--- src/rtl/tvr_pkg.sv ---
`timescale 1ns / 1ps
package tvr_pkg;

    localparam int W_LOG  = 8;
    localparam int D_LOG  = 6;
    localparam int MAX_TILES = 4096;

    localparam int CW     = 20;
    localparam int SZ_W   = CW + 1;
    localparam int TXW    = CW - W_LOG;
    localparam int TZW    = CW - D_LOG;
    localparam int TNXW   = TXW + 1;
    localparam int TNZW   = TZW + 1;

    localparam int RANK_W = 12;
    localparam int OFF_W  = 22;
    localparam int ADDR_W = 32;
    localparam int STAT_W = 2;
    localparam int IDX_W  = 3;

    localparam int TXY_W  = 2 * TNXW;
    localparam int SXY_W  = 2 * SZ_W;
    localparam int VOX_W  = ADDR_W + 1 + SZ_W;
    localparam int TIL_W  = TXY_W + TNZW;

    localparam int SETTLE = 4;
    localparam int CNT_W  = 3;

    localparam logic [ADDR_W:0] VOX_LIMIT = {1'b1, {ADDR_W{1'b0}}};

    localparam logic [IDX_W-1:0] REG_X_FIRST = 3'd0;
    localparam logic [IDX_W-1:0] REG_X_FINAL = 3'd1;
    localparam logic [IDX_W-1:0] REG_Y_FIRST = 3'd2;
    localparam logic [IDX_W-1:0] REG_Y_FINAL = 3'd3;
    localparam logic [IDX_W-1:0] REG_Z_FIRST = 3'd4;
    localparam logic [IDX_W-1:0] REG_Z_FINAL = 3'd5;

    localparam logic [STAT_W-1:0] ST_OK   = 2'd0;
    localparam logic [STAT_W-1:0] ST_DONE = 2'd1;
    localparam logic [STAT_W-1:0] ST_BAD  = 2'd2;

    typedef struct packed {
        logic [SZ_W-1:0]   sx;
        logic [TNXW-1:0]   tnx;
        logic [TNXW-1:0]   tny;
        logic [TNZW-1:0]   tnz;
        logic [W_LOG-1:0]  lox;
        logic [W_LOG-1:0]  hix;
        logic [W_LOG-1:0]  loy;
        logic [W_LOG-1:0]  hiy;
        logic [D_LOG-1:0]  loz;
        logic [D_LOG-1:0]  hiz;
        logic [ADDR_W-1:0] plane;
        logic [RANK_W-1:0] txy;
        logic              bad;
    } t_drv;

    typedef struct packed {
        logic [STAT_W-1:0] stat;
        logic [TXW-1:0]    tx;
        logic [TXW-1:0]    ty;
        logic [TZW-1:0]    tz;
        logic [W_LOG-1:0]  vx;
        logic [W_LOG-1:0]  vy;
        logic [D_LOG-1:0]  vz;
    } t_step;

    function automatic logic tile_end_w(input logic [TXW-1:0] t, input logic [TNXW-1:0] tn);
        return ({1'b0, t} + TNXW'(1)) >= tn;
    endfunction

    function automatic logic tile_end_d(input logic [TZW-1:0] t, input logic [TNZW-1:0] tn);
        return ({1'b0, t} + TNZW'(1)) >= tn;
    endfunction

endpackage

--- src/rtl/tvr_addr.sv ---
`timescale 1ns / 1ps
module tvr_addr import tvr_pkg::*; (
    input  logic              i_clk,
    input  logic              i_rst_n,
    input  logic              i_fire,
    input  t_step             i_step,
    input  t_drv              i_drv,
    output logic              o_rdy,
    output logic              o_out_valid,
    input  logic              i_out_ready,
    output logic [RANK_W-1:0] o_tile_rank,
    output logic [OFF_W-1:0]  o_tile_offset,
    output logic [ADDR_W-1:0] o_region_address,
    output logic              o_last,
    output logic [STAT_W-1:0] o_status
);

    typedef struct packed {
        logic [STAT_W-1:0] stat;
        logic              last;
        logic [SZ_W-1:0]   dx;
        logic [SZ_W-1:0]   dy;
        logic [SZ_W-1:0]   dz;
        logic [OFF_W-1:0]  off;
        logic [RANK_W-1:0] tx;
        logic [RANK_W-1:0] ty;
        logic [RANK_W-1:0] tz;
    } t_pos;

    typedef struct packed {
        logic [STAT_W-1:0] stat;
        logic              last;
        logic [ADDR_W-1:0] pz;
        logic [ADDR_W-1:0] py;
        logic [ADDR_W-1:0] dx;
        logic [OFF_W-1:0]  off;
        logic [RANK_W-1:0] rz;
        logic [RANK_W-1:0] ry;
        logic [RANK_W-1:0] tx;
    } t_prod;

    logic  r_va, r_vb, r_vc, r_vd;
    t_step r_a;
    t_pos  r_b, n_b;
    t_prod r_c, n_c;
    logic  w_rd_b, w_rd_c, w_rd_d;

    logic [W_LOG-1:0] w_hi_x, w_hi_y;
    logic [D_LOG-1:0] w_hi_z;
    logic             w_x_end, w_y_end, w_z_end;
    logic [ADDR_W-1:0] w_dz32, w_dy32, w_addr;
    logic [RANK_W-1:0] w_rank;

    assign w_rd_d = !r_vd || i_out_ready;
    assign w_rd_c = !r_vc || w_rd_d;
    assign w_rd_b = !r_vb || w_rd_c;
    assign o_rdy  = !r_va || w_rd_b;

    always_comb begin
        w_x_end = tile_end_w(r_a.tx, i_drv.tnx);
        w_y_end = tile_end_w(r_a.ty, i_drv.tny);
        w_z_end = tile_end_d(r_a.tz, i_drv.tnz);
        w_hi_x  = w_x_end ? i_drv.hix : '1;
        w_hi_y  = w_y_end ? i_drv.hiy : '1;
        w_hi_z  = w_z_end ? i_drv.hiz : '1;

        n_b.stat = r_a.stat;
        n_b.last = w_x_end && w_y_end && w_z_end && (r_a.vx >= w_hi_x) &&
                   (r_a.vy >= w_hi_y) && (r_a.vz >= w_hi_z);
        n_b.dx   = SZ_W'({r_a.tx, r_a.vx}) - SZ_W'(i_drv.lox);
        n_b.dy   = SZ_W'({r_a.ty, r_a.vy}) - SZ_W'(i_drv.loy);
        n_b.dz   = SZ_W'({r_a.tz, r_a.vz}) - SZ_W'(i_drv.loz);
        n_b.off  = OFF_W'({r_a.vz, r_a.vy, r_a.vx});
        n_b.tx   = RANK_W'(r_a.tx);
        n_b.ty   = RANK_W'(r_a.ty);
        n_b.tz   = RANK_W'(r_a.tz);
    end

    always_comb begin
        w_dz32   = {{(ADDR_W - SZ_W){r_b.dz[SZ_W-1]}}, r_b.dz};
        w_dy32   = {{(ADDR_W - SZ_W){r_b.dy[SZ_W-1]}}, r_b.dy};
        n_c.stat = r_b.stat;
        n_c.last = r_b.last;
        n_c.pz   = w_dz32 * i_drv.plane;
        n_c.py   = w_dy32 * ADDR_W'(i_drv.sx);
        n_c.dx   = {{(ADDR_W - SZ_W){r_b.dx[SZ_W-1]}}, r_b.dx};
        n_c.off  = r_b.off;
        n_c.rz   = r_b.tz * i_drv.txy;
        n_c.ry   = r_b.ty * RANK_W'(i_drv.tnx);
        n_c.tx   = r_b.tx;
    end

    assign w_addr = r_c.pz + r_c.py + r_c.dx;
    assign w_rank = r_c.rz + r_c.ry + r_c.tx;

    always_ff @(posedge i_clk) begin
        if (!i_rst_n) begin
            r_va <= 1'b0;
            r_vb <= 1'b0;
            r_vc <= 1'b0;
            r_vd <= 1'b0;
        end else begin
            if (o_rdy) begin
                r_va <= i_fire;
            end
            if (w_rd_b) begin
                r_vb <= r_va;
            end
            if (w_rd_c) begin
                r_vc <= r_vb;
            end
            if (w_rd_d) begin
                r_vd <= r_vc;
            end
        end
    end

    always_ff @(posedge i_clk) begin
        if (i_fire && o_rdy) begin
            r_a <= i_step;
        end
        if (r_va && w_rd_b) begin
            r_b <= n_b;
        end
        if (r_vb && w_rd_c) begin
            r_c <= n_c;
        end
        if (r_vc && w_rd_d) begin
            o_status <= r_c.stat;
            if (r_c.stat == ST_OK) begin
                o_tile_rank      <= w_rank;
                o_tile_offset    <= r_c.off;
                o_region_address <= w_addr;
                o_last           <= r_c.last;
            end else begin
                o_tile_rank      <= '0;
                o_tile_offset    <= '0;
                o_region_address <= '0;
                o_last           <= 1'b0;
            end
        end
    end

    assign o_out_valid = r_vd;

`ifndef NO_ASSERTIONS
    a_fire_enters: assert property (@(posedge i_clk) disable iff (!i_rst_n)
        i_fire |=> r_va)
        else $error("accepted transaction did not enter the pipeline");

    a_full_stall: assert property (@(posedge i_clk) disable iff (!i_rst_n)
        r_va && r_vb && r_vc && r_vd && !i_out_ready |-> !o_rdy)
        else $error("pipeline full and stalled but still ready");

    a_status_zero: assert property (@(posedge i_clk) disable iff (!i_rst_n)
        o_out_valid && (o_status != ST_OK) |->
            (o_tile_rank == '0) && (o_tile_offset == '0) &&
            (o_region_address == '0) && !o_last)
        else $error("non-voxel transaction carries address fields");
`endif

endmodule

--- config.mk ---
export PLATFORM = sky130hd
export DESIGN_NAME = tvr_addr
export DESIGN_NICKNAME = d
export VERILOG_FILES = /design/src/rtl/tvr_pkg.sv /design/src/rtl/tvr_addr.sv
export SDC_FILE = /design/constraint.sdc
export NUM_CORES = 2
export LEC_CHECK = 0
export BUFFER_PORTS_ARGS = -buffer_cell sky130_fd_sc_hd__buf_2
export CAP_MARGIN = 20
export CORE_UTILIZATION = 35
export DETAILED_ROUTE_END_ITERATION = 7
export PLACE_DENSITY = 0.49
export SLEW_MARGIN = 0
export SYNTH_ARGS = -nofsm -noshare
export SYNTH_HDL_FRONTEND = slang
export SYNTH_SLANG_ARGS = --single-unit
export TNS_END_PERCENT = 5
--- constraint.sdc ---
create_clock -name i_clk -period 12.75 [get_ports i_clk]
set_clock_uncertainty 0.1 [all_clocks]
set_input_delay 1.275 -clock i_clk [delete_from_list [all_inputs] [get_ports i_clk]]
set_output_delay 1.275 -clock i_clk [all_outputs]
set_load 0.02 [all_outputs]
== Word level (Yosys, flattened, before mapping) ==
Index checks and enable logic that the tools add are counted.
Widths: inputs -> output; s select.
Cells by class
  reduce and logical (&&, ||, !) cells: 18
  mux-type cells: 3
  add/subtract/negate cells: 10
  magnitude comparators: 6
  multipliers: 4
Operator list (number)
  $add 32x32->32: 2
  $sub 20x8->21: 2
  $mul 21x22->32: 1
  $mul 21x32->32: 1
  $add 12x1->13 const B: 2
  $ge 13x13->1: 2
  $add 12x12->12: 2
  $mul 12x12->12: 2
  $sub 20x6->21: 1
  $ge 8x8->1: 2
  $mux 8: 2
  $add 14x1->15 const B: 1
  $ge 15x15->1: 1
  $logic_and 1x1->1: 9
  $ge 6x6->1: 1
  $mux 6: 1
  $logic_not 1->1: 4
  $logic_or 1x1->1: 4
  $logic_not 2->1: 1
Word-level totals
  bits in registers: 405
  input bits: 217
  logic and storage cells: 75
  output and inout bits: 71

== Depth between registers and ports, before layout ==
  depth in word-level cells: 7
  depth in mapped cells: 27
  depth with buffers taken out: 25

== Worst setup path before layout ==
Ideal clock, no wire load.
  path kind: input to register
  start point: in i_out_ready
  end point: reg r_b (netlist bit n_c[0]), enable pin
  data required time: 11.854 ns
  library setup time: 0.796 ns
  stages: 3
  buffers on the path: 0
  setup slack: 1.325 ns
  arrival: 10.529 ns
  cell sequence: nor2b_1 > and2_0 > a21boi_0
Between the ends
  longest elaborated chain between the ends: 4
RTL lines
  start: declaration: RTL line tvr_addr.sv:10  | input logic i_out_ready,
  $logic_or 1x1->1: RTL line tvr_addr.sv:54  | assign w_rd_d = !r_vd || i_out_ready;
  $logic_or 1x1->1: RTL line tvr_addr.sv:55  | assign w_rd_c = !r_vc || w_rd_d;
  $logic_or 1x1->1: RTL line tvr_addr.sv:56  | assign w_rd_b = !r_vb || w_rd_c;
  $logic_and 1x1->1: RTL line tvr_addr.sv:122  | if (r_va && w_rd_b) begin
  end signal: assignment: RTL line tvr_addr.sv:123  | r_b <= n_b;
  end: declaration: RTL line tvr_addr.sv:44  | t_pos r_b, n_b;
No other way between the ends.
A chain may end at the register's enable or synchronous reset.

==> reports/results.ini <==
[status]
status=complete, no violations

[setup_path]
reg2regPathDepth=21
cp-startpoint=i_drv[22]
r2r_slack_ps=5090
path_class=in2reg
cpMaxStageDelayCell=o31ai_1
crit_end=r_c[152]
worst-path-stages=25
crit_arrival_ps=8290
cp_top_family=adder cells
path_buf_inv=7
critical_path.max_fanout=21
r2r_end=r_c[152]
cp_slowest_stage_delay_ps=740
end_kind=flop
cp.required_ps=13050
cp_common_cell=fa_1
critPathLaunchType=input port
reg2reg_from=r_b[67]

[clocking]
root_buffer=clkbuf_16
cts.reportedPaths.clkPinSlew_ps=70
h-tree-depth=2
ctsHoldBuffers=0
cts_tree=built
clock_path_buffers=3
clk-insertion-delay-late_ps=680
postCtsSetupBuffers=0
ctsResizeCount=0
cts_made_buffers=50
clock-sinks=405

[sta]
finalCritPeriodShare=0.627
setup_violations=0
setup-tns-final_ps=0
slew_headroom=0.261
slew_violations=0
fin_crit_ps=7990
hold_violations=0
worst_slew_pin_slew_ps=1110
max_freq_ghz=0.125
grt_setup_unrepaired=no

[placed_design]
place_congestion=0.823
port_buffers=286
hpwl_um=102000

[synthesis]
ys_seq_elements=405
yosysSeqAreaShare=0.244
yosys.area.top_type=fa_1
synthTopCellsByArea=fa_1 33%, edfxtp_1 24%, ha_1 10%
synth_cell_type_count=65
syn_area_sq_mm=0.0497
synth_top_area_share=0.325
yosysWarnings=0
avgSynthCellArea_sq_um=10.1
synth_cells=4910
synth_edf_count=401
synth_flop_cell=edfxtp_1
synth_nets=6348
async_reset_ff_frac=0

[drt]
ant_nets=0
wirelength_um=130000
drt_iter0_markers=1606
wire_per_inst_um=18.6
dr.pass1.iters=5
avgViaCountPerCell=4.67
vias=32700
drc=0

[layout]
drive_gt1_frac=0.0810
regArea_sq_mm=0.0121
final_cell_mix=1,052 x inv_1, 807 x fa_1, 645 x nand2_1, 447 x and2_1, 414 x ha_1
syn_to_final_growth_pct=10.2
multi_input_area_sq_mm=0.0330
fin_nets=6519
final_common_cell=inv_1
fill_cells=14100

[grt]
grt_pass1_wl_um=206000
antenna_found_initial=24
grt_pass1_vias=35300
grt_usage=0.189
grt_overflow=0
grt_max_degree=71

[die]
die-height_um=379
io_pins=288
coreArea_sq_mm=0.140
rows=137
die_w_um=379
dieArea_sq_mm=0.143
start_util=0.354

[worst_hold_path]
hold_class=reg2reg

[run]
maxCapViolations=0

-- flip-flops by register name, indices dropped and copies added (netlist names) --
name / cells
r_b: 66
n_b: 60
o_status: 2
o_region_address: 32
o_tile_offset: 22
r_vc: 1
o_last: 1
r_a: 2
r_vb: 1
r_va: 1
n_c: 58
r_c: 146
o_tile_rank: 12
o_out_valid: 1
-- metal layers --
metal  vias to the layer above  GRT usage  wire length (um)
met5                         -          0                68
li1                      15300          -                 -
met1                     16600      0.257             59600
met3                       146     0.0246              5630
met2                       631      0.319             62300
met4                        12     0.0418              2750
-- synthesized netlist by cell type (all sizes together) (2+ instances only) --
cell type	n
inv	1052
fa	807
nand2	645
and2	448
ha	414
edfxtp	401
xnor2	203
clkbuf	189
nor2	149
a21oi	105
xor2	76
o21ai	60
a21o	57
nand2b	38
nand3	33
nor2b	27
o21bai	20
nor3	18
o21a	18
a211oi	17
nand4	10
a21boi	9
and3	9
a31oi	8
nor4	8
o211ai	8
or4	8
or3	7
or2	6
a211o	5
nand3b	5
o22ai	5
o41ai	5
dfxtp	4
o31ai	4
a41oi	3
nor3b	3
a2111o	2
a221o	2
a31o	2
buf	2
nand4b	2
o311ai	2
o31a	2
-- cell families (layout without fill, tap and decap cells) --
kind of cell | Yosys count | after routing | synth area share
other | 0 | 8 | 0
XOR/XNOR | 279 | 279 | 0.0492
flip-flops | 405 | 405 | 0.244
adder cells (fa/ha/maj) | 1221 | 1221 | 0.429
buffers and inverters | 1244 | 1456 | 0.0940
AO/OA/AOI/OAI | 342 | 342 | 0.0452
AND/OR/NAND/NOR | 1419 | 1419 | 0.138
-- stage by stage --
| step | std cells | worst slack, ps | util | hold slack, ps | instance area, sq um |
|---|---|---|---|---|---|
| after floorplan | 4910 | 1330 | - | 300 | 49700 |
| after global placement | 6905 | 4070 | 0.378 | 301 | 53000 |
| after detailed placement | 6905 | 4050 | 0.378 | 305 | 53000 |
| after CTS | 6998 | 4730 | 0.390 | 268 | 54700 |
| after global routing | 7000 | 4230 | 0.390 | 290 | 54700 |
| final | 7006 | 4760 | 0.391 | 263 | 54800 |
-- worst min path at each step --
stage                     startpoint        to  slack (ps)  cells after the start
after floorplan             n_b[122]  n_c[155]         300                      0
after global placement        n_c[4]    r_c[4]         300                      0
after detailed placement    n_b[122]  n_c[155]         300                      0
after CTS                    n_c[66]   r_c[66]         270                      0
after global routing         n_c[71]   r_c[71]         290                      0
final                        n_c[66]   r_c[66]         260                      0
-- final cells by class --
type                       instances  share of cell area
sequential                       405               0.221
clock buffer                      54              0.0231
antenna                            8            0.000366
tap                             1876              0.0429
inverter                        1053              0.0722
multi-input combinational       3261               0.602
timing repair buffer             310              0.0294
clock inverter                    39             0.00887
Power is left out: the tool's default activity adds up to more than one toggle a clock period on the data nets, which glitch-free logic cannot reach.
