### src/rtl/tvr_pkg.sv
`timescale 1ns / 1ps
package tvr_pkg;

    localparam int W_LOG  = 8;
    localparam int D_LOG  = 6;
    localparam int MAX_TILES = 4096;

    localparam int CW     = 20;
    localparam int SZ_W   = CW + 1;
    localparam int TXW    = CW - W_LOG;
    localparam int TZW    = CW - D_LOG;
    localparam int TNXW   = TXW + 1;
    localparam int TNZW   = TZW + 1;

    localparam int RANK_W = 12;
    localparam int OFF_W  = 22;
    localparam int ADDR_W = 32;
    localparam int STAT_W = 2;
    localparam int IDX_W  = 3;

    localparam int TXY_W  = 2 * TNXW;
    localparam int SXY_W  = 2 * SZ_W;
    localparam int VOX_W  = ADDR_W + 1 + SZ_W;
    localparam int TIL_W  = TXY_W + TNZW;

    localparam int SETTLE = 4;
    localparam int CNT_W  = 3;

    localparam logic [ADDR_W:0] VOX_LIMIT = {1'b1, {ADDR_W{1'b0}}};

    localparam logic [IDX_W-1:0] REG_X_FIRST = 3'd0;
    localparam logic [IDX_W-1:0] REG_X_FINAL = 3'd1;
    localparam logic [IDX_W-1:0] REG_Y_FIRST = 3'd2;
    localparam logic [IDX_W-1:0] REG_Y_FINAL = 3'd3;
    localparam logic [IDX_W-1:0] REG_Z_FIRST = 3'd4;
    localparam logic [IDX_W-1:0] REG_Z_FINAL = 3'd5;

    localparam logic [STAT_W-1:0] ST_OK   = 2'd0;
    localparam logic [STAT_W-1:0] ST_DONE = 2'd1;
    localparam logic [STAT_W-1:0] ST_BAD  = 2'd2;

    typedef struct packed {
        logic [SZ_W-1:0]   sx;
        logic [TNXW-1:0]   tnx;
        logic [TNXW-1:0]   tny;
        logic [TNZW-1:0]   tnz;
        logic [W_LOG-1:0]  lox;
        logic [W_LOG-1:0]  hix;
        logic [W_LOG-1:0]  loy;
        logic [W_LOG-1:0]  hiy;
        logic [D_LOG-1:0]  loz;
        logic [D_LOG-1:0]  hiz;
        logic [ADDR_W-1:0] plane;
        logic [RANK_W-1:0] txy;
        logic              bad;
    } t_drv;

    typedef struct packed {
        logic [STAT_W-1:0] stat;
        logic [TXW-1:0]    tx;
        logic [TXW-1:0]    ty;
        logic [TZW-1:0]    tz;
        logic [W_LOG-1:0]  vx;
        logic [W_LOG-1:0]  vy;
        logic [D_LOG-1:0]  vz;
    } t_step;

    function automatic logic tile_end_w(input logic [TXW-1:0] t, input logic [TNXW-1:0] tn);
        return ({1'b0, t} + TNXW'(1)) >= tn;
    endfunction

    function automatic logic tile_end_d(input logic [TZW-1:0] t, input logic [TNZW-1:0] tn);
        return ({1'b0, t} + TNZW'(1)) >= tn;
    endfunction

endpackage

### src/rtl/tvr_walk.sv
`timescale 1ns / 1ps
module tvr_walk import tvr_pkg::*; (
    input  logic  i_clk,
    input  logic  i_rst_n,
    input  logic  i_fire,
    input  logic  i_restart,
    input  t_drv  i_drv,
    output t_step o_step
);

    logic [TXW-1:0]   r_tx, r_ty, n_tx, n_ty;
    logic [TZW-1:0]   r_tz, n_tz;
    logic [W_LOG-1:0] r_vx, r_vy, n_vx, n_vy;
    logic [D_LOG-1:0] r_vz, n_vz;
    logic             r_done, n_done;

    logic [STAT_W-1:0] w_stat;
    logic              w_x_end, w_y_end, w_z_end;
    logic [W_LOG-1:0]  w_hi_x, w_hi_y, w_lo_x, w_lo_y;
    logic [D_LOG-1:0]  w_hi_z;
    logic              w_tile_adv, w_fin;

    always_comb begin
        w_x_end = tile_end_w(r_tx, i_drv.tnx);
        w_y_end = tile_end_w(r_ty, i_drv.tny);
        w_z_end = tile_end_d(r_tz, i_drv.tnz);
        w_hi_x  = w_x_end ? i_drv.hix : '1;
        w_hi_y  = w_y_end ? i_drv.hiy : '1;
        w_hi_z  = w_z_end ? i_drv.hiz : '1;
        w_lo_x  = (r_tx == '0) ? i_drv.lox : '0;
        w_lo_y  = (r_ty == '0) ? i_drv.loy : '0;

        n_tx = r_tx;
        n_ty = r_ty;
        n_tz = r_tz;
        n_vx = r_vx;
        n_vy = r_vy;
        n_vz = r_vz;
        n_done = r_done;
        w_stat = ST_OK;
        w_tile_adv = 1'b0;
        w_fin = 1'b0;

        if (i_drv.bad) begin
            n_done = 1'b1;
            w_stat = ST_BAD;
        end else if (i_restart) begin
            n_tx = '0;
            n_ty = '0;
            n_tz = '0;
            n_vx = i_drv.lox;
            n_vy = i_drv.loy;
            n_vz = i_drv.loz;
            n_done = 1'b0;
        end else if (r_done) begin
            w_stat = ST_DONE;
        end else if (r_vx < w_hi_x) begin
            n_vx = r_vx + W_LOG'(1);
        end else begin
            n_vx = w_lo_x;
            if (r_vy < w_hi_y) begin
                n_vy = r_vy + W_LOG'(1);
            end else begin
                n_vy = w_lo_y;
                if (r_vz < w_hi_z) begin
                    n_vz = r_vz + D_LOG'(1);
                end else begin
                    w_tile_adv = 1'b1;
                    if (!w_x_end) begin
                        n_tx = r_tx + TXW'(1);
                    end else begin
                        n_tx = '0;
                        if (!w_y_end) begin
                            n_ty = r_ty + TXW'(1);
                        end else begin
                            n_ty = '0;
                            if (!w_z_end) begin
                                n_tz = r_tz + TZW'(1);
                            end else begin
                                w_fin  = 1'b1;
                                n_done = 1'b1;
                                w_stat = ST_DONE;
                            end
                        end
                    end
                end
            end
        end

        if (w_tile_adv && !w_fin) begin
            n_vx = (n_tx == '0) ? i_drv.lox : '0;
            n_vy = (n_ty == '0) ? i_drv.loy : '0;
            n_vz = (n_tz == '0) ? i_drv.loz : '0;
        end

        o_step.stat = w_stat;
        o_step.tx   = n_tx;
        o_step.ty   = n_ty;
        o_step.tz   = n_tz;
        o_step.vx   = n_vx;
        o_step.vy   = n_vy;
        o_step.vz   = n_vz;
    end

    always_ff @(posedge i_clk) begin
        if (!i_rst_n) begin
            r_tx   <= '0;
            r_ty   <= '0;
            r_tz   <= '0;
            r_vx   <= '0;
            r_vy   <= '0;
            r_vz   <= '0;
            r_done <= 1'b1;
        end else if (i_fire) begin
            r_tx   <= n_tx;
            r_ty   <= n_ty;
            r_tz   <= n_tz;
            r_vx   <= n_vx;
            r_vy   <= n_vy;
            r_vz   <= n_vz;
            r_done <= n_done;
        end
    end

`ifndef NO_ASSERTIONS
    a_restart_arms: assert property (@(posedge i_clk) disable iff (!i_rst_n)
        i_fire && i_restart && !i_drv.bad |=> !r_done)
        else $error("restart with valid bounds left the walk finished");
`endif

endmodule

### config.mk
export PLATFORM = sky130hd
export DESIGN_NAME = tvr_walk
export DESIGN_NICKNAME = d
export VERILOG_FILES = /design/src/rtl/tvr_pkg.sv /design/src/rtl/tvr_walk.sv
export SDC_FILE = /design/constraint.sdc
export NUM_CORES = 1
export LEC_CHECK = 0
export BUFFER_PORTS_ARGS = -buffer_cell sky130_fd_sc_hd__buf_2
export CAP_MARGIN = 20
export CORE_MARGIN = 10
export CORE_UTILIZATION = 40
export CTS_CLUSTER_DIAMETER = 200
export DETAILED_ROUTE_END_ITERATION = 7
export GPL_TIMING_DRIVEN = 0
export PLACE_DENSITY_LB_ADDON = 0.3
export SYNTH_ARGS = -nofsm -noshare
export SYNTH_HDL_FRONTEND = slang
export SYNTH_SLANG_ARGS = --single-unit
### constraint.sdc
create_clock -name i_clk -period 6.4 [get_ports i_clk]
set_clock_uncertainty 0.05 [all_clocks]
set_input_delay 0.32 -clock i_clk [delete_from_list [all_inputs] [get_ports i_clk]]
set_output_delay 0.32 -clock i_clk [all_outputs]
set_load 0.005 [all_outputs]
; Yosys cells after proc, flatten, opt, wreduce, memory -nomap -nowiden
; Cells that the tools add are included.
[word_totals]
regBits = 61
wordCells = 106
[op_classes]
addsub = 9
reduce_logical = 7
order_cmp = 6
muxes = 77
[ops]
columns = cell, count
row1 = 2-to-1 mux 12 bit, 15
row2 = 2-to-1 mux 8 bit, 17
row3 = 2-to-1 mux 14 bit, 9
row4 = 2-to-1 mux 6 bit, 9
row5 = logical NOT 12 bit, 4
row6 = adder 12 x 1 -> 13 bit (second input constant), 2
row7 = >= comparator 13 bit, 2
row8 = 2-to-1 mux 1 bit, 26
row9 = adder 12 x 1 -> 12 bit (second input constant), 2
row10 = adder 8 x 1 -> 8 bit (second input constant), 2
row11 = less-than comparator 8 bit, 2
row12 = adder 14 x 1 -> 15 bit (second input constant), 1
row13 = >= comparator 15 bit, 1
row14 = adder 14 x 1 -> 14 bit (second input constant), 1
row15 = logical NOT 14 bit, 1
row16 = adder 6 x 1 -> 6 bit (second input constant), 1
row17 = less-than comparator 6 bit, 1
row18 = 2-to-1 mux 2 bit, 1
row19 = logical AND 1 bit, 1
row20 = logical NOT 1 bit, 1

; Depth between registers and ports, before layout
[depth]
word_depth = 14
mapped_depth = 28
mapped_depth_nobuf = 24

; Least setup slack after synthesis
; Ideal clock, no wire load.
[synth_path]
path_kind = reg-to-output
start = reg r_tx[0]
end = out o_step[0] in the netlist's numbering
slack_ps = 382
n_path_buf = 4
t_required_ps = 6030
stages_incl_launch_ff = 27
t_arrival_ps = 5648
path_cell_list = dfxtp_1 -> ha_1 -> and3_1 -> and3_1 -> and3_1 -> clkbuf_1 -> nand3_1 -> xnor2_1 -> ha_1 -> a21oi_1 -> o221ai_1 -> a21oi_1 -> clkbuf_1 -> nor2_1 -> ha_1 -> a211o_1 -> a21o_1 -> a31oi_2 -> nor3_1 -> and4_1 -> buf_2 -> clkbuf_1 -> a32oi_1 -> o21ai_0 -> nor4_2 -> nand4_2 -> o22ai_1
[synth_lines]
columns = element, line
row1 = start: declaration, tvr_walk.sv:11  ; logic [TXW-1:0] r_tx, r_ty, n_tx, n_ty;
row2 = start signal: assignment, tvr_walk.sv:115  ; r_tx <= n_tx;
row3 = end: declaration, tvr_walk.sv:8  ; output t_step o_step

==> results_dict.tcl <==
set metrics [dict create \
    grt_pass1_wl_um 46900 \
    postSynth.asyncResetShare_pct 0 \
    core_area_um2 18000 \
    final-setup-viol-count 0 \
    synth.most_common_cell "sky130_fd_sc_hd__nor2_1" \
    slowest_stage "sky130_fd_sc_hd__nor4_4" \
    critPathLaunchType "flop" \
    switching_power_mw 0.501 \
    synth-xor-area-share_pct 5.05 \
    p_leak_nw 4.73 \
    synth_top_area_share_pct 16.8 \
    regToRegStartpoint "r_ty[0]$_SDFFE_PN0P_" \
    finalHoldViolCount 0 \
    top_layer "met4" \
    grt_remaining_overflow 0 \
    outcome "finished, final reports clean" \
    required_ns 6.03 \
    latest_clock_arrival_within_the_worst_skew_pair_ns 0.35 \
    path_class "flop to primary output" \
    synth.mux.area_fraction_pct 0.704 \
    mappedNetlistArea_um2 7290 \
    cts-buffers-inserted 9 \
    first_iter_violations 1050 \
    wl_per_cell_um 21.1 \
    synth_top_cell_by_area "sky130_fd_sc_hd__dfxtp_1" \
    vdd_drop_max_uv 136 \
    cts_tree "done" \
    synth_top_family_by_area "simple AND/OR/NAND/NOR gates" \
    antenna_found_initial 0 \
    timing.critical_path.fanout_max 10 \
    report.power.total_mw 1.45 \
    syn_nets 1276 \
    timing.rr.end "r_vz[0]$_SDFFE_PN0P_" \
    ys_top_cells_by_area "sky130_fd_sc_hd__dfxtp_1 (17%), sky130_fd_sc_hd__ha_1 (12%), sky130_fd_sc_hd__nor2_1 (6.4%)" \
    synth_top_cells_by_count "sky130_fd_sc_hd__nor2_1 (125), sky130_fd_sc_hd__inv_1 (79), sky130_fd_sc_hd__nand2_1 (77)" \
    cpPeakStageDelay_ns 0.45 \
    sequentialPowerShare_pct 30.5 \
    cpMostUsedCell "sky130_fd_sc_hd__and3_4" \
    share_of_final_layout_standard_cells_stronger_than_drive_strength_1_pct 33.9 \
    critPathCaptureType "primary output" \
    cts_root_buffer "sky130_fd_sc_hd__clkbuf_16" \
    detail_route.drc_violations 0 \
    area_growth_syn_to_layout_pct 42.5 \
    numPortBuffers 150 \
    tritoncts_num_sinks 61 \
    vias_per_cell 6.21 \
    routed-wl-met3_um 3460 \
    detailedPlacementHpwl_um 22500 \
    synthAdderAreaFrac_pct 11.7 \
    routedLengthMet1_um 12600 \
    area_of_placed_instances_um2 8340 \
    drt_pre_antenna_iters 6 \
    largest_net_degree_at_the_start_of_global_routing 11 \
    die_width_um 155 \
    power-per-cell-area_nw_per_um2 140 \
    gp_routability_congestion 0.996 \
    worst_slew_pin_slew_ns 0.913 \
    critPathCapture "o_step[4]" \
    final_max_slew_viol_count 0 \
    period_share_pct 99.0 \
    ys_dominant_reg_cell "sky130_fd_sc_hd__dfxtp_1" \
    syn_inst 1053 \
    grt_util_all_layers_pct 23.9 \
    total_number_of_vias 9473 \
    fmax_mhz 158 \
    worstPathArrival_ns 5.97 \
    number_of_flops_mapped_to_enable_cells_by_yosys 0 \
    cp-startpoint "r_ty[0]$_SDFFE_PN0P_" \
    reg2reg_slack_ns 0.55 \
    yosys.cell_types.count 83 \
    cts-root-to-sink-buffers 2 \
    synth-simple-area-share_pct 29.9 \
    die_height_um 155 \
    synth.avg_cell_area_um2 6.92 \
    power.clock.fraction_pct 38.1 \
    slew_headroom_pct 38.9 \
    ys_seq_area_share_pct 16.8 \
    combinationalPowerShare_pct 31.4 \
    power_switching_share_pct 34.4 \
    ys_ff_latch 61 \
    grt_pass1_vias 8620 \
    wl_met2_um 14700 \
    placement_rows 49 \
    initial_cell_density_of_the_core_pct 40.6 \
    wl_um 32200 \
    cts.reportedPaths.clkPinSlew_ns 0.05 \
    synth_compound_area_share_pct 27.3 \
    num-nets-final 1515 \
    r2r_cells 28 \
    io_pins 217 \
    htreeDepth 3 \
    whs_ns 0.217 \
    die_area_um2 24000 \
    cap_violations 0 \
    antenna_cells_inserted 0 \
    cellInternalPower_mw 0.954 \
    ys_warn_count 0 \
    fin_area_um2 10400 \
    antenna_left 0 \
    final_period_minus_worst_setup_slack_ns 6.34 \
    min-delay-path-class "primary input to flop" \
]
-- metrics by stage --
step                worst slack, ns  TNS [ns]  instances  utilization [%]
CTS                         0.00267         0       1470             51.7
detailed placement            -1.22    -55.23       1434             46.4
global route                 -0.137     -1.12       1526             57.8
finish                       0.0626         0       1526             57.8
global placement              -1.21    -58.78       1432             46.3
floorplan                     0.382         0       1053                -
-- worst min-delay path by stage --
stage | start | end | slack [ns] | cells past startpoint
after floorplan | i_drv[51] | r_vz[0]$_SDFFE_PN0P_ | 0.43 | 2
after global placement | r_tz[1]$_SDFFE_PN0P_ | r_tz[1]$_SDFFE_PN0P_ | 0.46 | 2
after detailed placement | r_tz[1]$_SDFFE_PN0P_ | r_tz[1]$_SDFFE_PN0P_ | 0.47 | 2
after CTS | i_drv[53] | r_vz[2]$_SDFFE_PN0P_ | 0.21 | 3
after global routing | i_drv[68] | r_vy[3]$_SDFFE_PN0P_ | 0.22 | 3
final | i_drv[68] | r_vy[3]$_SDFFE_PN0P_ | 0.22 | 3
-- cell families after synthesis --
family	count (synthesis)
simple gates	431
compound gates	286
buf+inv	160
fa+ha+maj	68
flops	61
xor+xnor	42
mux	5
-- power groups by stage --
| stage | registers [mW] | clock network, mW | logic [mW] |
|---|---|---|---|
| final | 0.444 | 0.554 | 0.456 |
| after global routing | 0.447 | 0.572 | 0.492 |
| after CTS | 0.436 | 0.556 | 0.406 |
| after detailed placement | 0.437 | 0 | 0.383 |
| after global placement | 0.437 | 0 | 0.377 |
| after floorplan | 0.429 | 0 | 0.240 |
-- final cells by class --
cell class | instances | area, um2
plain buffers | 62 | 364
clock buffers | 12 | 256
clock inverters | 4 | 70.1
fillers | 1654 | 7580
inverters | 82 | 312
multi-input cells | 832 | 6320
flip-flops and latches | 61 | 1260
well taps | 229 | 287
repair buffers | 244 | 1520
-- cells in the final DEF, fill, tap and decap left out, drive strengths merged, types with 13 or more instances in the layout --
master / count
buf: 257
nor2: 126
inv: 80
nand2: 77
ha: 68
o21ai: 64
dfxtp: 61
clkbuf: 61
a21oi: 57
nand3: 50
nor3: 48
nand4: 29
xnor2: 26
and3: 24
a31oi: 22
a211oi: 20
xor2: 16
nor4: 15
nand2b: 13
a21o: 13
o311ai: 13
-- flip-flops by register name, summed over array words and instances (netlist names) --
register  count
r_tz         14
r_ty         12
r_tx         12
r_vz          6
r_vy          8
r_vx          8
r_done        1
-- routing by layer --
layer,track usage (%),up-vias
met1,30.3,4358
met3,5.93,113
met2,37.8,642
met4,9.63,0
met5,0,-
li1,-,4360
-- critical path, delay by kind of cell (launching register included) --
family                   cells  cell delay [ns]
AO/OA/AOI/OAI                7             1.10
adder cells (fa/ha/maj)      2             0.54
AND/OR/NAND/NOR             12             2.41
flip-flops                   1             0.38
XOR/XNOR                     1             0.27
buffers and inverters        6             0.91
-- what timing repair did --
item / in CTS / in global routing
cloned: 0 / 3
buffers inserted: 29 / 60
pin swaps: 29 / 81
gates resized for setup: 99 / 144
setup endpoints to repair: 114 / 24
hold buffers: 0 / 0
(Power assumes the default switching activity.)
