## src/rtl/tvr_pkg.sv

```systemverilog
`timescale 1ns / 1ps
package tvr_pkg;

    localparam int W_LOG  = 8;
    localparam int D_LOG  = 6;
    localparam int MAX_TILES = 4096;

    localparam int CW     = 20;
    localparam int SZ_W   = CW + 1;
    localparam int TXW    = CW - W_LOG;
    localparam int TZW    = CW - D_LOG;
    localparam int TNXW   = TXW + 1;
    localparam int TNZW   = TZW + 1;

    localparam int RANK_W = 12;
    localparam int OFF_W  = 22;
    localparam int ADDR_W = 32;
    localparam int STAT_W = 2;
    localparam int IDX_W  = 3;

    localparam int TXY_W  = 2 * TNXW;
    localparam int SXY_W  = 2 * SZ_W;
    localparam int VOX_W  = ADDR_W + 1 + SZ_W;
    localparam int TIL_W  = TXY_W + TNZW;

    localparam int SETTLE = 4;
    localparam int CNT_W  = 3;

    localparam logic [ADDR_W:0] VOX_LIMIT = {1'b1, {ADDR_W{1'b0}}};

    localparam logic [IDX_W-1:0] REG_X_FIRST = 3'd0;
    localparam logic [IDX_W-1:0] REG_X_FINAL = 3'd1;
    localparam logic [IDX_W-1:0] REG_Y_FIRST = 3'd2;
    localparam logic [IDX_W-1:0] REG_Y_FINAL = 3'd3;
    localparam logic [IDX_W-1:0] REG_Z_FIRST = 3'd4;
    localparam logic [IDX_W-1:0] REG_Z_FINAL = 3'd5;

    localparam logic [STAT_W-1:0] ST_OK   = 2'd0;
    localparam logic [STAT_W-1:0] ST_DONE = 2'd1;
    localparam logic [STAT_W-1:0] ST_BAD  = 2'd2;

    typedef struct packed {
        logic [SZ_W-1:0]   sx;
        logic [TNXW-1:0]   tnx;
        logic [TNXW-1:0]   tny;
        logic [TNZW-1:0]   tnz;
        logic [W_LOG-1:0]  lox;
        logic [W_LOG-1:0]  hix;
        logic [W_LOG-1:0]  loy;
        logic [W_LOG-1:0]  hiy;
        logic [D_LOG-1:0]  loz;
        logic [D_LOG-1:0]  hiz;
        logic [ADDR_W-1:0] plane;
        logic [RANK_W-1:0] txy;
        logic              bad;
    } t_drv;

    typedef struct packed {
        logic [STAT_W-1:0] stat;
        logic [TXW-1:0]    tx;
        logic [TXW-1:0]    ty;
        logic [TZW-1:0]    tz;
        logic [W_LOG-1:0]  vx;
        logic [W_LOG-1:0]  vy;
        logic [D_LOG-1:0]  vz;
    } t_step;

    function automatic logic tile_end_w(input logic [TXW-1:0] t, input logic [TNXW-1:0] tn);
        return ({1'b0, t} + TNXW'(1)) >= tn;
    endfunction

    function automatic logic tile_end_d(input logic [TZW-1:0] t, input logic [TNZW-1:0] tn);
        return ({1'b0, t} + TNZW'(1)) >= tn;
    endfunction

endpackage

```

## src/rtl/tvr_cfg.sv

```systemverilog
`timescale 1ns / 1ps
module tvr_cfg import tvr_pkg::*; (
    input  logic             i_clk,
    input  logic             i_rst_n,
    input  logic             i_cfg_valid,
    input  logic [IDX_W-1:0] i_cfg_index,
    input  logic [CW-1:0]    i_cfg_data,
    output logic             o_cfg_ready,
    output t_drv             o_drv,
    output logic             o_busy
);

    logic [CW-1:0] r_x_first, r_x_final, r_y_first, r_y_final, r_z_first, r_z_final;
    logic [CNT_W-1:0] r_settle;

    logic [SZ_W-1:0]  r_sx, r_sy, r_sz;
    logic [TNXW-1:0]  r_tnx, r_tny;
    logic [TNZW-1:0]  r_tnz;
    logic [W_LOG-1:0] r_lox, r_hix, r_loy, r_hiy;
    logic [D_LOG-1:0] r_loz, r_hiz;
    logic             r_order_bad;

    logic [SXY_W-1:0] r_sxy;
    logic [TXY_W-1:0] r_txy;

    logic [VOX_W-1:0] r_vox;
    logic [TIL_W-1:0] r_tiles;
    logic             r_vox_big;

    logic             r_bad;
    logic             w_cfg_fire;

    assign o_cfg_ready = 1'b1;
    assign w_cfg_fire  = i_cfg_valid & o_cfg_ready;
    assign o_busy      = (r_settle != '0);

    always_ff @(posedge i_clk) begin
        if (!i_rst_n) begin
            r_x_first <= '0;
            r_x_final <= '0;
            r_y_first <= '0;
            r_y_final <= '0;
            r_z_first <= '0;
            r_z_final <= '0;
            r_settle  <= CNT_W'(SETTLE);
        end else begin
            if (w_cfg_fire) begin
                case (i_cfg_index)
                    REG_X_FIRST: r_x_first <= i_cfg_data;
                    REG_X_FINAL: r_x_final <= i_cfg_data;
                    REG_Y_FIRST: r_y_first <= i_cfg_data;
                    REG_Y_FINAL: r_y_final <= i_cfg_data;
                    REG_Z_FIRST: r_z_first <= i_cfg_data;
                    REG_Z_FINAL: r_z_final <= i_cfg_data;
                    default: ;
                endcase
                r_settle <= CNT_W'(SETTLE);
            end else if (r_settle != '0) begin
                r_settle <= r_settle - CNT_W'(1);
            end
        end
    end

    always_ff @(posedge i_clk) begin
        r_sx  <= SZ_W'(r_x_final) - SZ_W'(r_x_first) + SZ_W'(1);
        r_sy  <= SZ_W'(r_y_final) - SZ_W'(r_y_first) + SZ_W'(1);
        r_sz  <= SZ_W'(r_z_final) - SZ_W'(r_z_first) + SZ_W'(1);
        r_tnx <= TNXW'(r_x_final[CW-1:W_LOG]) - TNXW'(r_x_first[CW-1:W_LOG]) + TNXW'(1);
        r_tny <= TNXW'(r_y_final[CW-1:W_LOG]) - TNXW'(r_y_first[CW-1:W_LOG]) + TNXW'(1);
        r_tnz <= TNZW'(r_z_final[CW-1:D_LOG]) - TNZW'(r_z_first[CW-1:D_LOG]) + TNZW'(1);
        r_lox <= r_x_first[W_LOG-1:0];
        r_hix <= r_x_final[W_LOG-1:0];
        r_loy <= r_y_first[W_LOG-1:0];
        r_hiy <= r_y_final[W_LOG-1:0];
        r_loz <= r_z_first[D_LOG-1:0];
        r_hiz <= r_z_final[D_LOG-1:0];
        r_order_bad <= (r_x_first > r_x_final) || (r_y_first > r_y_final) ||
                       (r_z_first > r_z_final);

        r_sxy <= SXY_W'(r_sx) * SXY_W'(r_sy);
        r_txy <= TXY_W'(r_tnx) * TXY_W'(r_tny);

        r_vox_big <= r_sxy > SXY_W'(VOX_LIMIT);
        r_vox     <= VOX_W'(r_sxy[ADDR_W:0]) * VOX_W'(r_sz);
        r_tiles   <= TIL_W'(r_txy) * TIL_W'(r_tnz);

        r_bad <= r_order_bad || r_vox_big || (r_vox > VOX_W'(VOX_LIMIT)) ||
                 (r_tiles > TIL_W'(MAX_TILES));
    end

    always_comb begin
        o_drv.sx    = r_sx;
        o_drv.tnx   = r_tnx;
        o_drv.tny   = r_tny;
        o_drv.tnz   = r_tnz;
        o_drv.lox   = r_lox;
        o_drv.hix   = r_hix;
        o_drv.loy   = r_loy;
        o_drv.hiy   = r_hiy;
        o_drv.loz   = r_loz;
        o_drv.hiz   = r_hiz;
        o_drv.plane = r_sxy[ADDR_W-1:0];
        o_drv.txy   = r_txy[RANK_W-1:0];
        o_drv.bad   = r_bad;
    end

`ifndef NO_ASSERTIONS
    a_write_settles: assert property (@(posedge i_clk) disable iff (!i_rst_n)
        w_cfg_fire |=> o_busy)
        else $error("config write did not hold off transactions");
`endif

endmodule

```

## config.mk

```make
export PLATFORM = sky130hd
export DESIGN_NAME = tvr_cfg
export DESIGN_NICKNAME = d
export VERILOG_FILES = /design/src/rtl/tvr_pkg.sv /design/src/rtl/tvr_cfg.sv
export SDC_FILE = /design/constraint.sdc
export NUM_CORES = 2
export LEC_CHECK = 0
export ABC_CLOCK_PERIOD_IN_PS = 6800
export BUFFER_PORTS_ARGS = -buffer_cell sky130_fd_sc_hd__buf_2
export CORE_UTILIZATION = 60
export DETAILED_ROUTE_END_ITERATION = 6
export PLACE_DENSITY = 0.89
export SYNTH_ARGS = -nofsm -noshare
export SYNTH_HDL_FRONTEND = slang
export SYNTH_SLANG_ARGS = --single-unit
```

## constraint.sdc

```tcl
create_clock -name i_clk -period 6.8 [get_ports i_clk]
set_clock_uncertainty 0.1 [all_clocks]
set_input_delay 0.68 -clock i_clk [delete_from_list [all_inputs] [get_ports i_clk]]
set_output_delay 0.68 -clock i_clk [all_outputs]
set_load 0.1 [all_outputs]
```

# After elaboration in Yosys (flattened, before gate mapping)
# Index checks and enable logic that the tools add are counted.
# op_classes
eq_ne,5
bitwise,1
n_lt_le_gt_ge,6
mul,4
addsub,13
reduce_logical,14
# ops
cell,count
$add 21x1->21 const B,3
$sub 20x20->21,3
$gt 20x20->1,3
$gt 54x33->1 const B,1
$mul 33x21->54,1
$gt 42x33->1 const B,1
$mul 21x21->42,1
$gt 41x13->1 const B,1
$mul 26x15->41,1
$add 13x1->13 const B,2
$mul 13x13->26,1
$sub 12x12->13,2
$add 15x1->15 const B,1
$sub 14x14->15,1
$reduce_and 2->1,6
$eq 3x2->1 const B,2
$eq 3x3->1 const B,2
$logic_or 1x1->1,5
$eq 3x1->1 const B,1
$logic_not 3->1,1
$reduce_bool 3->1,1
$sub 3x1->3 const B,1
$reduce_or 2->1,1
$not 1->1,1
# totals
ff_bits,437
out_inout_bits,153
word_cells,69
inputBits,26

# Depth between registers and ports, before layout
# depth
ltp_word,3
mapped_depth,27
ltp_nobuf,26

# Least setup slack after synthesis
# Ideal clock, no wire load.
# synth_path
kind,register to register
start,register r_sx[13]
end,register r_sxy[39]
setup_time_ns,0.120
t_required_ns,6.580
path_slack_ns,-0.563
arrival_ns,7.144
n_path_buf,1
synth_period_minus_slack_ns,7.363
path_stages_with_launch,25
cell_sequence,dfxtp_1 clkbuf_1 nand2_1 fa_1 inv_1 fa_1 inv_1 fa_1 inv_1 fa_1 fa_1 fa_1 inv_1 fa_1 inv_1 ha_1 a21o_1 a31o_2 a21o_1 or2_2 a21oi_1 o21bai_1 a21o_1 a31o_2 xor2_1
# synth_between
elab_chain_len,1
# synth_rtl
element,line,text
"start, declared",tvr_cfg.sv:16,"logic [SZ_W-1:0] r_sx, r_sy, r_sz;"
"start signal, assigned",tvr_cfg.sv:65,r_sx <= SZ_W'(r_x_final) - SZ_W'(r_x_first) + SZ_W'(1);
$mul 21x21->42,tvr_cfg.sv:80,r_sxy <= SXY_W'(r_sx) * SXY_W'(r_sy);
"end signal, assigned",tvr_cfg.sv:80,
"end, declared",tvr_cfg.sv:23,logic [SXY_W-1:0] r_sxy;
# Every way passes these cells.
# A chain may end at the register's enable or synchronous reset.

# Final worst setup path
# layout_path
start,register r_sz[3]
end,register r_vox[51]
# layout_between
elab_chain_len,1
# layout_rtl
element,line,text
"start, declared",tvr_cfg.sv:16,
"start signal, assigned",tvr_cfg.sv:67,r_sz <= SZ_W'(r_z_final) - SZ_W'(r_z_first) + SZ_W'(1);
$mul 33x21->54,tvr_cfg.sv:84,r_vox <= VOX_W'(r_sxy[ADDR_W:0]) * VOX_W'(r_sz);
"end signal, assigned",tvr_cfg.sv:84,
"end, declared",tvr_cfg.sv:26,logic [VOX_W-1:0] r_vox;
# Every way passes these cells.

==> results.yml <==
cts:
  clock_sinks: 437
  cts_tree: "built"
  clock-root-buffer: "clkbuf_16"
  hold_buffers: 0
  worstSkewPairLatency_ps: 680
  htree_levels: 2
  cts_buffers: 51
  path_clk_slew_ps: 70
  clock_path_buffers: 3
floorplan:
  dieWidth_um: 346.5
  initial_core_util_pct: 60.37
  dieArea_sq_mm: 0.1200
  coreArea_sq_mm: 0.1179
  rows: 126
  io_pins: 179
  die_h_um: 346.5
synthesis:
  yosysSeqAreaShare_pct: 12.29
  muxShareOfSynthArea_pct: 0
  yosys_warnings: 0
  synth-simple-area-share_pct: 16.19
  postSynthNetCount: 9997
  synth-edff-count: 0
  syn_avg_cell_area_sq_um: 9.000
  synth_xor_area_share_pct: 2.805
  synthFlopType: "dfxtp_1"
  syn_inst: 7910
  synth-compound-area-share_pct: 6.800
  synth_top_family_by_area: "adder cells"
  synth_adder_area_share_pct: 50.78
  yosys_register_bits: 437
  synth_area_sq_mm: 0.07119
  synthArstFlopShare_pct: 0
  synth_cell_types: 69
placed_design:
  portBuffers: 177
  dp_hpwl_um: 159400
  gp_congestion: 0.9817
setup_path:
  cp-endpoint: "r_vox[51]"
  slowest_stage: "fa_1"
  critPathMaxStageDelay_ps: 540
  crit_start: "r_sz[3]"
  end_kind: "flip-flop"
  crit_top_cell: "fa_1"
  cp-start-kind: "flip-flop"
  critPathArrivalTime_ps: 7510
  critPathBufInv: 8
  worstPathMaxFanout: 11
  worstPathRequired_ps: 7250
  reg2reg_from: "r_sz[3]"
  cp_top_family: "adder cells"
  worstRegToRegCells: 27
  r2r_setup_slack_ps: -260
  r2r-end: "r_vox[51]"
  worstSetupPathType: "reg2reg"
  cp.depth: 27
grt:
  grt_pass1_wl_um: 323600
  use_met2_pct: 56.05
  grt_max_degree: 99
  gr-usage-met1_pct: 41.53
  grt_use_total_pct: 34.01
  met3_usage_pct: 7.729
  grt_pass1_vias: 62640
  busiest_layer: "met2"
  grt_overflow: 0
  grt_antenna_before_repair: 21
timing:
  hold_violations: 0
  fmax_ghz: 0.1416
  finalWorstSetupSlack_ps: -260.0
  drv_slew: 0
  post-route-period-util_pct: 103.8
  max-slew-margin-rel_pct: 28.45
  fin_crit_ps: 7060
  max_slew.worst_pin.slew_ps: 1073
  fin_hold_ws_ps: 285.5
  setup-violations-final: 20
  setup_tns_ps: -2355
  rsz0062_at_grt: "true"
cells_and_area:
  layout_common_cells: "inv_1, fa_1, nand2_1"
  areaGrowthSynthToFinish_pct: 12.15
  final_common_cell: "inv_1"
  drive_above_1_share_pct: 12.88
  fin_nets: 10340
drt:
  wl_um: 206900
  dr.pass1.iters: 6
  first_iter_violations: 5614
  via_per_inst: 5.846
  drc: 0
  antenna_left: 0
  wire_per_inst_um: 21.04
  vias: 57490
worst_hold_path:
  hold_class: "reg2reg"
  holdCritStartpoint: "r_y_final[1]"
flow_run:
  maxCapViolations: 0
status:
  violations: "setup timing"
  status: "complete, but fails checks"
cell usage after synthesis, drive strengths merged, types with 40 or more instances:
| master | count | area, sq um |
|---|---|---|
| a21o | 126 | 945.9 |
| and2 | 805 | 5036 |
| nand3 | 40 | 200.2 |
| nor2 | 108 | 405.4 |
| ha | 680 | 8508 |
| nand4 | 42 | 262.8 |
| nand2 | 1223 | 4591 |
| o21ai | 109 | 556.8 |
| xnor2 | 167 | 1463 |
| inv | 1652 | 6201 |
| a21oi | 213 | 1074 |
| xor2 | 61 | 534.3 |
| dfxtp | 437 | 8748 |
| buf | 54 | 376.6 |
| fa | 1381 | 27650 |
| a21boi | 127 | 953.4 |
| clkbuf | 358 | 1344 |
stage by stage:
| step | util, % | instance area, sq um | setup slack, ps | std cells |
|---|---|---|---|---|
| 2_1_floorplan | - | 71290 | -27.65 | 7910 |
| 3_3_place_gp | 64.65 | 76240 | -311.6 | 9668 |
| 3_5_place_dp | 64.65 | 76240 | -386.9 | 9668 |
| 4_1_cts | 66.88 | 78860 | -112.9 | 9788 |
| 5_1_grt | 67.70 | 79830 | -446.4 | 9829 |
| 6_report | 67.71 | 79840 | -260.0 | 9834 |
layer usage:
layer	up-vias	share of wire, %
met5	-	0.029
met4	10	6.6
met3	1054	11
met2	3571	47
met1	28560	35
li1	24300	-
what timing repair did:
action | 4_1_cts | 5_1_grt
resized for setup | 176 | 176
setup endpoints to repair | 33 | 45
setup buffers | 30 | 37
gates cloned | 1 | 1
pin swaps | 85 | 90
worst reg2reg max path, cell delays in order, from the launching register on:
cell	delay, ps
dfxtp_2	340
buf_6	150
and2_1	160
fa_1	540
inv_1	60
fa_1	470
fa_1	490
inv_1	50
fa_1	490
inv_1	50
fa_1	540
fa_1	420
fa_1	510
inv_1	80
ha_4	240
a21oi_2	160
o21ai_2	90
a31oi_2	200
buf_4	160
a21oi_2	50
buf_6	140
o41ai_4	190
buf_4	200
o31ai_4	90
or2_4	240
a221o_1	400
a21oi_2	200
xnor2_1	130
sequential cells by signal, indices dropped and copies added, names as in the netlist, 13 cells and up:
| signal | count |
|---|---|
| r_sxy | 42 |
| r_z_first | 20 |
| r_tny | 13 |
| r_sz | 21 |
| r_z_final | 20 |
| r_tnx | 13 |
| r_y_final | 20 |
| r_x_final | 20 |
| r_y_first | 20 |
| r_sx | 21 |
| r_tiles | 41 |
| r_vox | 54 |
| r_txy | 26 |
| r_sy | 21 |
| r_x_first | 20 |
| r_tnz | 15 |
cell families (layout without fill, tap and decap cells):
group,after synthesis,count (layout)
AOI/OAI and AO/OA,738,738
buffers and inverters,2064,2441
other,1,12
xor gates and xnor gates,228,228
DFF,437,437
adders and majority gates,2061,2061
and+or+nand+nor,2381,2381
worst min-delay path by stage:
stage / endpoint / slack, ps / depth (start not counted)
after global routing: r_loz[0] / 290 / 0
after global placement: r_hiy[1] / 270 / 0
after detailed placement: r_hiy[1] / 270 / 0
after floorplan: r_hix[1] / 250 / 0
final: r_hiy[1] / 290 / 0
after CTS: r_y_final[19] / 270 / 3
layout make-up:
class / count / area, sq um
multi-input cells: 5409 / 55420
fillers: 8064 / 38080
flip-flops and latches: 437 / 8957
inverters: 1652 / 6201
repair buffers: 698 / 5513
well taps: 1536 / 1922
clock buffers: 61 / 1384
clock inverters: 30 / 414.1
diodes: 11 / 27.53
Power is not shown: default switching activity piles up to over one toggle a cycle in this logic, so the estimate is an artifact.
